## src/rtl/toe_pkg.sv

```systemverilog
`timescale 1ns / 1ps
// ----------------------------------------------------------------------------
// TCP option extractor package
// Shared widths, option kind codes and configuration register indexes.
// ----------------------------------------------------------------------------
package toe_pkg;

  // Payload widths.
  localparam int unsigned TOE_BYTE_W   = 8;
  localparam int unsigned TOE_DATA_W   = 64;
  localparam int unsigned TOE_KIND_W   = 8;
  localparam int unsigned TOE_LEN_W    = 6;
  localparam int unsigned TOE_CFG_W    = 8;
  localparam int unsigned TOE_CFG_IDX_W = 1;

  // Default size of the options area in bytes.
  localparam int unsigned TOE_MAX_OPT_BYTES = 40;

  // Option kinds with a fixed meaning.
  localparam logic [TOE_BYTE_W-1:0] TOE_KIND_EOL = 8'd0;
  localparam logic [TOE_BYTE_W-1:0] TOE_KIND_NOP = 8'd1;

  // Smallest legal length byte (kind plus length).
  localparam logic [TOE_BYTE_W-1:0] TOE_MIN_LEN = 8'd2;

  // Configuration register indexes.
  localparam logic [TOE_CFG_IDX_W-1:0] TOE_REG_WANTED_KIND   = 1'd0;
  localparam logic [TOE_CFG_IDX_W-1:0] TOE_REG_WANTED_LENGTH = 1'd1;

  // Register reset values.
  localparam logic [TOE_KIND_W-1:0] TOE_RST_WANTED_KIND   = 8'd254;
  localparam logic [TOE_LEN_W-1:0]  TOE_RST_WANTED_LENGTH = 6'd8;

endpackage

```

## src/rtl/toe_if.sv

```systemverilog
`timescale 1ns / 1ps
// ----------------------------------------------------------------------------
// TCP option extractor channels
// Valid/ready channels for option bytes in and scan results out.
// ----------------------------------------------------------------------------
interface toe_byte_if;
  logic                        valid;
  logic                        ready;
  logic [toe_pkg::TOE_BYTE_W-1:0] option_byte;
  logic                        last_byte;

  modport source (output valid, output option_byte, output last_byte, input ready);
  modport sink   (input valid, input option_byte, input last_byte, output ready);
endinterface

interface toe_result_if;
  logic                        valid;
  logic                        ready;
  logic                        found;
  logic [toe_pkg::TOE_DATA_W-1:0] option_data;

  modport source (output valid, output found, output option_data, input ready);
  modport sink   (input valid, input found, input option_data, output ready);
endinterface

```

## src/rtl/tcp_option_extractor_unit.sv

```systemverilog
`timescale 1ns / 1ps
// ----------------------------------------------------------------------------
// TCP option extractor
// Walks a TCP options area one byte per beat and reports whether an option
// with the configured kind and length is present, with its first 8 bytes.
// ----------------------------------------------------------------------------
//  Channel   Dir  Payload                       Beat taken when
//  byte_i    in   option_byte[7:0], last_byte   valid && ready
//  result_o  out  found, option_data[63:0]      valid && ready
//  cfg       in   cfg_we_i, cfg_idx_i, cfg_data_i  cfg_we_i high
//
//  One byte is accepted per cycle while byte_i.ready is high; the parser state updates in that cycle.
//  The result of an area is registered at the edge that takes its last byte
//  and is offered from the next cycle on.
//  The result register is the only stall point: byte_i.ready drops only
//  while a result is held and result_o.ready is low.
//  Reset clears the parser to the start of an area and loads default config.
// ----------------------------------------------------------------------------
module tcp_option_extractor_unit #(
  parameter int unsigned MAX_OPTION_BYTES = toe_pkg::TOE_MAX_OPT_BYTES
) (
  input  logic                              clk_i,
  input  logic                              rst_ni,
  input  logic                              cfg_we_i,
  input  logic [toe_pkg::TOE_CFG_IDX_W-1:0] cfg_idx_i,
  input  logic [toe_pkg::TOE_CFG_W-1:0]     cfg_data_i,
  toe_byte_if.sink                          byte_i,
  toe_result_if.source                      result_o
);
  import toe_pkg::*;

  localparam int unsigned LeftW = $clog2(MAX_OPTION_BYTES + 1);
  localparam int unsigned CmpW  = TOE_BYTE_W + 1;
  localparam int unsigned Lanes = TOE_DATA_W / TOE_BYTE_W;
  localparam int unsigned IdxW  = $clog2(Lanes);
  localparam logic [LeftW-1:0] AreaBytes = LeftW'(MAX_OPTION_BYTES);

  typedef enum logic [1:0] {
    PH_KIND,
    PH_LEN,
    PH_BODY
  } phase_e;

  // Configuration registers.
  logic [TOE_KIND_W-1:0] wanted_kind_q;
  logic [TOE_LEN_W-1:0]  wanted_len_q;

  // Parser state.
  phase_e                phase_q, phase_d;
  logic [LeftW-1:0]      left_q, left_d;
  logic [TOE_LEN_W-1:0]  skip_q, skip_d;
  logic [TOE_DATA_W-1:0] word_q, word_d;
  logic [IdxW-1:0]       idx_q, idx_d;
  logic                  done_q, done_d;
  logic                  match_q, match_d;
  logic                  capt_q, capt_d;

  // Result register.
  logic                  out_valid_q, out_valid_d;
  logic                  out_found_q;
  logic [TOE_DATA_W-1:0] out_data_q;

  logic                  in_acc;
  logic [TOE_BYTE_W-1:0] b;
  logic                  put_en;
  logic [CmpW-1:0]       len_limit;

  assign byte_i.ready = !out_valid_q || result_o.ready;
  assign in_acc       = byte_i.valid && byte_i.ready;
  assign b            = byte_i.option_byte;
  assign len_limit    = CmpW'(left_q) + CmpW'(1);

  // Configuration writes.
  always_ff @(posedge clk_i or negedge rst_ni) begin
    if (!rst_ni) begin
      wanted_kind_q <= TOE_RST_WANTED_KIND;
      wanted_len_q  <= TOE_RST_WANTED_LENGTH;
    end else if (cfg_we_i) begin
      case (cfg_idx_i)
        TOE_REG_WANTED_KIND:   wanted_kind_q <= cfg_data_i[TOE_KIND_W-1:0];
        TOE_REG_WANTED_LENGTH: wanted_len_q  <= cfg_data_i[TOE_LEN_W-1:0];
        default: ;
      endcase
    end
  end

  // One parser step per accepted byte.
  always_comb begin
    phase_d = phase_q;
    left_d  = left_q;
    skip_d  = skip_q;
    word_d  = word_q;
    idx_d   = idx_q;
    done_d  = done_q;
    match_d = match_q;
    capt_d  = capt_q;
    put_en  = 1'b0;

    if (!done_q) begin
      if (left_q == '0) begin
        done_d = 1'b1;
      end else begin
        left_d = left_q - LeftW'(1);
        case (phase_q)
          PH_KIND: begin
            if (b == TOE_KIND_EOL) begin
              done_d = 1'b1;
            end else if (b != TOE_KIND_NOP) begin
              word_d  = TOE_DATA_W'(b);
              idx_d   = IdxW'(1);
              capt_d  = 1'b0;
              phase_d = PH_LEN;
            end
          end
          PH_LEN: begin
            if (b < TOE_MIN_LEN || CmpW'(b) > len_limit) begin
              done_d = 1'b1;
            end else begin
              capt_d  = (word_q[TOE_KIND_W-1:0] == wanted_kind_q) &&
                        (b == TOE_BYTE_W'(wanted_len_q));
              put_en  = 1'b1;
              skip_d  = b[TOE_LEN_W-1:0] - TOE_LEN_W'(2);
              phase_d = PH_BODY;
              // A two-byte option ends on its length byte.
              if (skip_d == '0) begin
                if (capt_d) begin
                  match_d = 1'b1;
                  done_d  = 1'b1;
                end else begin
                  phase_d = PH_KIND;
                end
              end
            end
          end
          PH_BODY: begin
            put_en = capt_q;
            if (skip_q != '0) begin
              skip_d = skip_q - TOE_LEN_W'(1);
            end
            if (skip_d == '0) begin
              if (capt_q) begin
                match_d = 1'b1;
                done_d  = 1'b1;
              end else begin
                phase_d = PH_KIND;
              end
            end
          end
          default: begin
            phase_d = PH_KIND;
          end
        endcase
      end
    end

    // Capture into the next byte lane; slot zero means the word is full.
    if (put_en && idx_q != '0) begin
      for (int unsigned k = 0; k < Lanes; k++) begin
        if (idx_q == IdxW'(k)) begin
          word_d[k*TOE_BYTE_W +: TOE_BYTE_W] = word_q[k*TOE_BYTE_W +: TOE_BYTE_W] | b;
        end
      end
      idx_d = idx_q + IdxW'(1);
    end
  end

  // Result handshake.
  always_comb begin
    out_valid_d = out_valid_q;
    if (in_acc && byte_i.last_byte) begin
      out_valid_d = 1'b1;
    end else if (result_o.ready) begin
      out_valid_d = 1'b0;
    end
  end

  // Parser state and result valid; the last beat rewinds to the area start.
  always_ff @(posedge clk_i or negedge rst_ni) begin
    if (!rst_ni) begin
      phase_q     <= PH_KIND;
      left_q      <= AreaBytes;
      skip_q      <= '0;
      word_q      <= '0;
      idx_q       <= '0;
      done_q      <= 1'b0;
      match_q     <= 1'b0;
      capt_q      <= 1'b0;
      out_valid_q <= 1'b0;
    end else begin
      out_valid_q <= out_valid_d;
      if (in_acc) begin
        if (byte_i.last_byte) begin
          phase_q <= PH_KIND;
          left_q  <= AreaBytes;
          skip_q  <= '0;
          word_q  <= '0;
          idx_q   <= '0;
          done_q  <= 1'b0;
          match_q <= 1'b0;
          capt_q  <= 1'b0;
        end else begin
          phase_q <= phase_d;
          left_q  <= left_d;
          skip_q  <= skip_d;
          word_q  <= word_d;
          idx_q   <= idx_d;
          done_q  <= done_d;
          match_q <= match_d;
          capt_q  <= capt_d;
        end
      end
    end
  end

  // Result payload.
  always_ff @(posedge clk_i) begin
    if (in_acc && byte_i.last_byte) begin
      out_found_q <= match_d;
      out_data_q  <= match_d ? word_d : '0;
    end
  end

  assign result_o.valid       = out_valid_q;
  assign result_o.found       = out_found_q;
  assign result_o.option_data = out_data_q;

`ifndef NO_ASSERTIONS
  // A result with no find carries an all-zero data word.
  a_nofind_zero: assert property (@(posedge clk_i) disable iff (!rst_ni)
    (out_valid_q && !out_found_q) |-> (out_data_q == '0))
    else $error("result without find carries nonzero data");

  // A fresh result only follows an accepted last byte.
  a_result_src: assert property (@(posedge clk_i) disable iff (!rst_ni)
    (out_valid_q && !$past(out_valid_q && !result_o.ready)) |->
      $past(in_acc && byte_i.last_byte))
    else $error("result appeared without a last byte");

  // The remaining-byte count never exceeds the area size.
  a_left_range: assert property (@(posedge clk_i) disable iff (!rst_ni)
    left_q <= AreaBytes)
    else $error("byte budget out of range");

  // A find always ends the scan.
  a_match_done: assert property (@(posedge clk_i) disable iff (!rst_ni)
    match_q |-> done_q)
    else $error("match recorded while scan still running");
`endif

endmodule
```

## src/flat_wrapper.sv

```systemverilog
// flat-port wrapper written by rule: the top's interface ports become plain ports
module tcp_option_extractor_unit_flat import toe_pkg::*;
#(
  parameter int unsigned MAX_OPTION_BYTES = toe_pkg::TOE_MAX_OPT_BYTES
)
  (clk_i, rst_ni, cfg_we_i, cfg_idx_i, cfg_data_i, byte_i_valid, byte_i_option_byte, byte_i_last_byte, byte_i_ready, result_o_valid, result_o_found, result_o_option_data, result_o_ready);
  toe_byte_if byte_i_i ();
  toe_result_if result_o_i ();
  input  logic clk_i;
  input  logic rst_ni;
  input  logic cfg_we_i;
  input  logic [toe_pkg::TOE_CFG_IDX_W-1:0] cfg_idx_i;
  input  logic [toe_pkg::TOE_CFG_W-1:0] cfg_data_i;
  input wire logic [$bits(byte_i_i.valid)-1:0] byte_i_valid;
  input wire logic [$bits(byte_i_i.option_byte)-1:0] byte_i_option_byte;
  input wire logic [$bits(byte_i_i.last_byte)-1:0] byte_i_last_byte;
  output wire logic [$bits(byte_i_i.ready)-1:0] byte_i_ready;
  output wire logic [$bits(result_o_i.valid)-1:0] result_o_valid;
  output wire logic [$bits(result_o_i.found)-1:0] result_o_found;
  output wire logic [$bits(result_o_i.option_data)-1:0] result_o_option_data;
  input wire logic [$bits(result_o_i.ready)-1:0] result_o_ready;
  assign byte_i_i.valid = byte_i_valid;
  assign byte_i_i.option_byte = byte_i_option_byte;
  assign byte_i_i.last_byte = byte_i_last_byte;
  assign byte_i_ready = byte_i_i.ready;
  assign result_o_valid = result_o_i.valid;
  assign result_o_found = result_o_i.found;
  assign result_o_option_data = result_o_i.option_data;
  assign result_o_i.ready = result_o_ready;
  tcp_option_extractor_unit #(.MAX_OPTION_BYTES(MAX_OPTION_BYTES)) u_core (.clk_i(clk_i), .rst_ni(rst_ni), .cfg_we_i(cfg_we_i), .cfg_idx_i(cfg_idx_i), .cfg_data_i(cfg_data_i), .byte_i(byte_i_i), .result_o(result_o_i));
endmodule
```

## config.mk

```make
export PLATFORM = sky130hd
export DESIGN_NAME = tcp_option_extractor_unit_flat
export DESIGN_NICKNAME = d
export VERILOG_FILES = /design/src/rtl/toe_pkg.sv /design/src/rtl/toe_if.sv /design/src/rtl/tcp_option_extractor_unit.sv /design/src/flat_wrapper.sv
export SDC_FILE = /design/constraint.sdc
export NUM_CORES = 1
export LEC_CHECK = 0
export BUFFER_PORTS_ARGS = -buffer_cell sky130_fd_sc_hd__buf_4
export CORE_UTILIZATION = 45
export CTS_CLUSTER_SIZE = 20
export DETAILED_ROUTE_END_ITERATION = 12
export GPL_TIMING_DRIVEN = 1
export SYNTH_ARGS = -nofsm -noshare
export SYNTH_HDL_FRONTEND = slang
export SYNTH_SLANG_ARGS = --single-unit
export TNS_END_PERCENT = 30
```

## constraint.sdc

```tcl
create_clock -name clk_i -period 5.2 [get_ports clk_i]
set_input_delay 0.26 -clock clk_i [delete_from_list [all_inputs] [get_ports clk_i]]
set_output_delay 0.26 -clock clk_i [all_outputs]
set_load 0.01 [all_outputs]
```

==> flow_metrics.env <==
export IMPL_fp_dieH_um=145.3
export IMPL_timing_final_ws_setup_ns=1.503
export IMPL_drive_gt1_frac=0.1892
export IMPL_antenna_found_initial=0
export IMPL_synth_area_leaders="dfrtp_1, edfxtp_1, nand3_1, a22oi_1, o21ai_0"
export IMPL_fin_crit_sh=0.7110
export IMPL_synth_cells=956
export IMPL_io_buffers=89
export IMPL_slowest_delay_ns=0.63
export IMPL_wl_met1_mm=11.67
export IMPL_tns_ns=0
export IMPL_first_iter_violations=754
export IMPL_gp_congestion=0.8118
export IMPL_highest_layer="met4"
export IMPL_swShare=0.3840
export IMPL_internal_power_mw=2.663
export IMPL_synth_largest_type_area_fraction=0.2410
export IMPL_rsz0062_at_grt="no"
export IMPL_slew_violations=0
export IMPL_powerDensity_mw_per_mm2=405.6
export IMPL_crit_fanout=25
export IMPL_viasPerCell=6.095
export IMPL_wl_met2_mm=12.03
export IMPL_timing_rr_end="u_core.result_o.option_data[23]"
export IMPL_synth_ff_type="dfrtp_1"
export IMPL_slowest_stage="dfstp_2"
export IMPL_setup_worst_path_end="u_core.result_o.option_data[23]"
export IMPL_cts_tree="yes"
export IMPL_wl_met3_mm=1.826
export IMPL_clock_fmax_ghz=0.2705
export IMPL_place_ws_ns=1.519
export IMPL_arrival_ns=3.86
export IMPL_ir_drop_v=0.0002894
export IMPL_synth_area_mm2=0.009241
export IMPL_clk_latency_ns=0.43
export IMPL_p_switching_mw=1.660
export IMPL_worst_pin_slew_ns=1.144
export IMPL_setup_viol=0
export IMPL_grt_total_usage=0.2567
export IMPL_maxCapViolations=0
export IMPL_synth_edf_count=65
export IMPL_p_seq_frac=0.381
export IMPL_clk_path_buf_depth=2
export IMPL_grt_pass1_vias=7447
export IMPL_hp_class="input pin to flop"
export IMPL_pwr_share_comb=0.334
export IMPL_p_leak_nw=3.839
export IMPL_core_area_mm2=0.02017
export IMPL_routed_via_count=7832
export IMPL_fin_skew_ns=0.01183
export IMPL_outcome="complete, no violations"
export IMPL_rows=52
export IMPL_grt_max_degree=66
export IMPL_worstPathCellList="and3_1, nand3_1, xnor2_1, ha_1, and3b_1, nor3b_1, a211oi_2, buf_4, nor4_1, o21ai_4, buf_4, a22oi_1"
export IMPL_detail_route_wl_per_cell_um=20.38
export IMPL_post_route_min_period_ns=3.697
export IMPL_path_class="flop to flop"
export IMPL_fp_dieArea_mm2=0.02111
export IMPL_cts_sinks=164
export IMPL_synth_largest_area_cell="dfrtp_1"
export IMPL_syn_area_per_cell_um2=9.667
export IMPL_final_hold_viol_count=0
export IMPL_die_x_um=145.3
export IMPL_synth_seq_area_share=0.4806
export IMPL_cts_htree_levels=4
export IMPL_wl_mm=26.19
export IMPL_yosysUniqueCellTypes=66
export IMPL_post_route_drc_count=0
export IMPL_synthArstFlopShare=0.6037
export IMPL_syn_num_nets=1004
export IMPL_endpoint_kind="flop"
export IMPL_grt_overflow=0
export IMPL_reg2regPathDepth=12
export IMPL_num_io_pins=90
export IMPL_crit_start="u_core.left_q[3]"
export IMPL_ff2ff_setup_slack_ns=1.50
export IMPL_initial_core_util=0.4582
export IMPL_n_antenna_cell=0
export IMPL_slew_headroom=0.2329
export IMPL_cts_made_buffers=17
export IMPL_reg2reg_from="u_core.left_q[3]"
export IMPL_yosysWarnings=0
export IMPL_cp_required_ns=5.36
export IMPL_clk_pin_slew_ns=0.06
export IMPL_syn_to_final_growth_pct=15.33
export IMPL_yosys_register_bits=164
export IMPL_clkPwrFrac=0.285
export IMPL_nets=1050
export IMPL_startpoint_type="flop"
export IMPL_grt_pass1_wl_mm=42.22
export IMPL_crit_top_cell="buf_4"
export IMPL_first_pass_iters=5
export IMPL_ant_nets=0
export IMPL_cts_root_buf="clkbuf_16"
export IMPL_hpwl_mm=16.10
-- per-stage QoR --
| step | utilization | area, um^2 | hold WS (ns) | std cells | power, mW |
|---|---|---|---|---|---|
| detailed placement | 0.4991 | 10070 | 0.4508 | 1252 | 3.090 |
| floorplan | - | 9241 | -0.03559 | 956 | 2.665 |
| global placement | 0.4991 | 10070 | 0.4468 | 1252 | 3.079 |
| CTS | 0.5284 | 10660 | 0.05400 | 1285 | 4.321 |
| finish | 0.5284 | 10660 | 0.06228 | 1285 | 4.322 |
| global route | 0.5284 | 10660 | 0.05830 | 1285 | 4.561 |
-- Yosys cell counts (4+ instances only) --
library cell    n
nand3_1       112
nand2_1        93
dfrtp_1        89
a22oi_1        71
o21ai_0        71
edfxtp_1       65
clkbuf_1       59
inv_1          56
nor2_1         33
o311ai_0       27
a21oi_1        25
ha_1           25
nand2b_1       24
mux2_2         19
xnor2_1        19
nor3_1         15
o211ai_1       14
o221ai_1       12
buf_2          10
dfstp_2        10
xor2_1          8
nand4_1         7
o311ai_1        7
nor2b_1         6
or2_2           5
and2_1          4
buf_6           4
-- cells in the final DEF, fill, tap and decap left out, drive strengths merged, types with 6 or more instances in the layout --
master	n
nand3	112
buf	101
nand2	94
dfrtp	89
o21ai	76
a22oi	71
edfxtp	65
inv	57
nor2	35
o311ai	34
clkbuf	27
a21oi	26
ha	25
nand2b	24
xnor2	19
mux2	19
nor3	15
o211ai	14
o221ai	12
dfstp	10
xor2	8
nand4	7
nor2b	6
nor4	6
a211oi	6
-- worst min-delay path by stage --
| stage | startpoint | end | slack (ns) | depth (start not counted) |
|---|---|---|---|---|
| final | cfg_data_i[7] | u_core.wanted_kind_q[7] | 0.06 | 2 |
| after floorplan | rst_ni | u_core.capt_q | -0.04 | 0 |
| after global placement | rst_ni | u_core.word_q[25] | 0.45 | 1 |
| after detailed placement | rst_ni | u_core.word_q[25] | 0.45 | 1 |
| after global routing | cfg_data_i[0] | u_core.wanted_len_q[0] | 0.06 | 2 |
| after CTS | cfg_data_i[7] | u_core.wanted_kind_q[7] | 0.05 | 2 |
-- cells by family (layout without fill, tap and decap cells) --
group                    after synthesis  after routing  synth area share
AND/OR/NAND/NOR                      325            325            0.1764
AO/OA/AOI/OAI                        261            261            0.1974
flip-flops                           164            164            0.4806
buffers and inverters                131            190           0.05822
XOR/XNOR                              27             27           0.02559
adder cells (fa/ha/maj)               25             25           0.03385
multiplexers                          23             23           0.02789
-- power groups by stage --
stage,Sequential [mW],Combinational [mW],Clock [mW]
finish,1.65,1.44,1.23
global route,1.67,1.59,1.30
CTS,1.64,1.43,1.25
detailed placement,1.67,1.42,0
global placement,1.67,1.41,0
floorplan,1.63,1.04,0
-- per-layer routing --
metal,up-vias,global-route usage
met5,-,0
met4,0,0.09684
met3,47,0.04497
met2,311,0.3916
met1,3857,0.3656
li1,3617,-
-- critical path: cells and delay by family (launching register included) --
family / cells / cell delay [ns]
AO/OA/AOI/OAI: 3 / 0.94
AND/OR/NAND/NOR: 5 / 0.75
buffers and inverters: 2 / 0.68
flip-flops: 1 / 0.63
adder cells (fa/ha/maj): 1 / 0.27
XOR/XNOR: 1 / 0.14
-- timing repair --
action	in CTS	in global routing
hold buffers	1	0
hold endpoints to repair	10	0
endpoints found under the setup margin	0	0
setup buffers	0	0
gates resized for setup	0	0
-- registers in the layout (all words and copies together) (netlist names) --
signal	cells
u_core.result_o.option_data	64
u_core.word_q	64
u_core.wanted_kind_q	8
u_core.left_q	6
u_core.skip_q	6
u_core.wanted_len_q	6
u_core.idx_q	3
u_core.phase_q	2
u_core.capt_q	1
u_core.done_q	1
u_core.match_q	1
u_core.result_o.found	1
u_core.result_o.valid	1
-- layout make-up --
type,count,area (um^2)
Sequential cell,164,4442
Multi-Input combinational cell,661,4318
Tap cell,270,337.8
Inverter,56,210.2
Clock buffer,27,544.3
Timing Repair Buffer,102,768.2
Fill cell,1837,9512
Clock inverter,5,37.54
No activity file was read; power rests on OpenSTA's default activity.
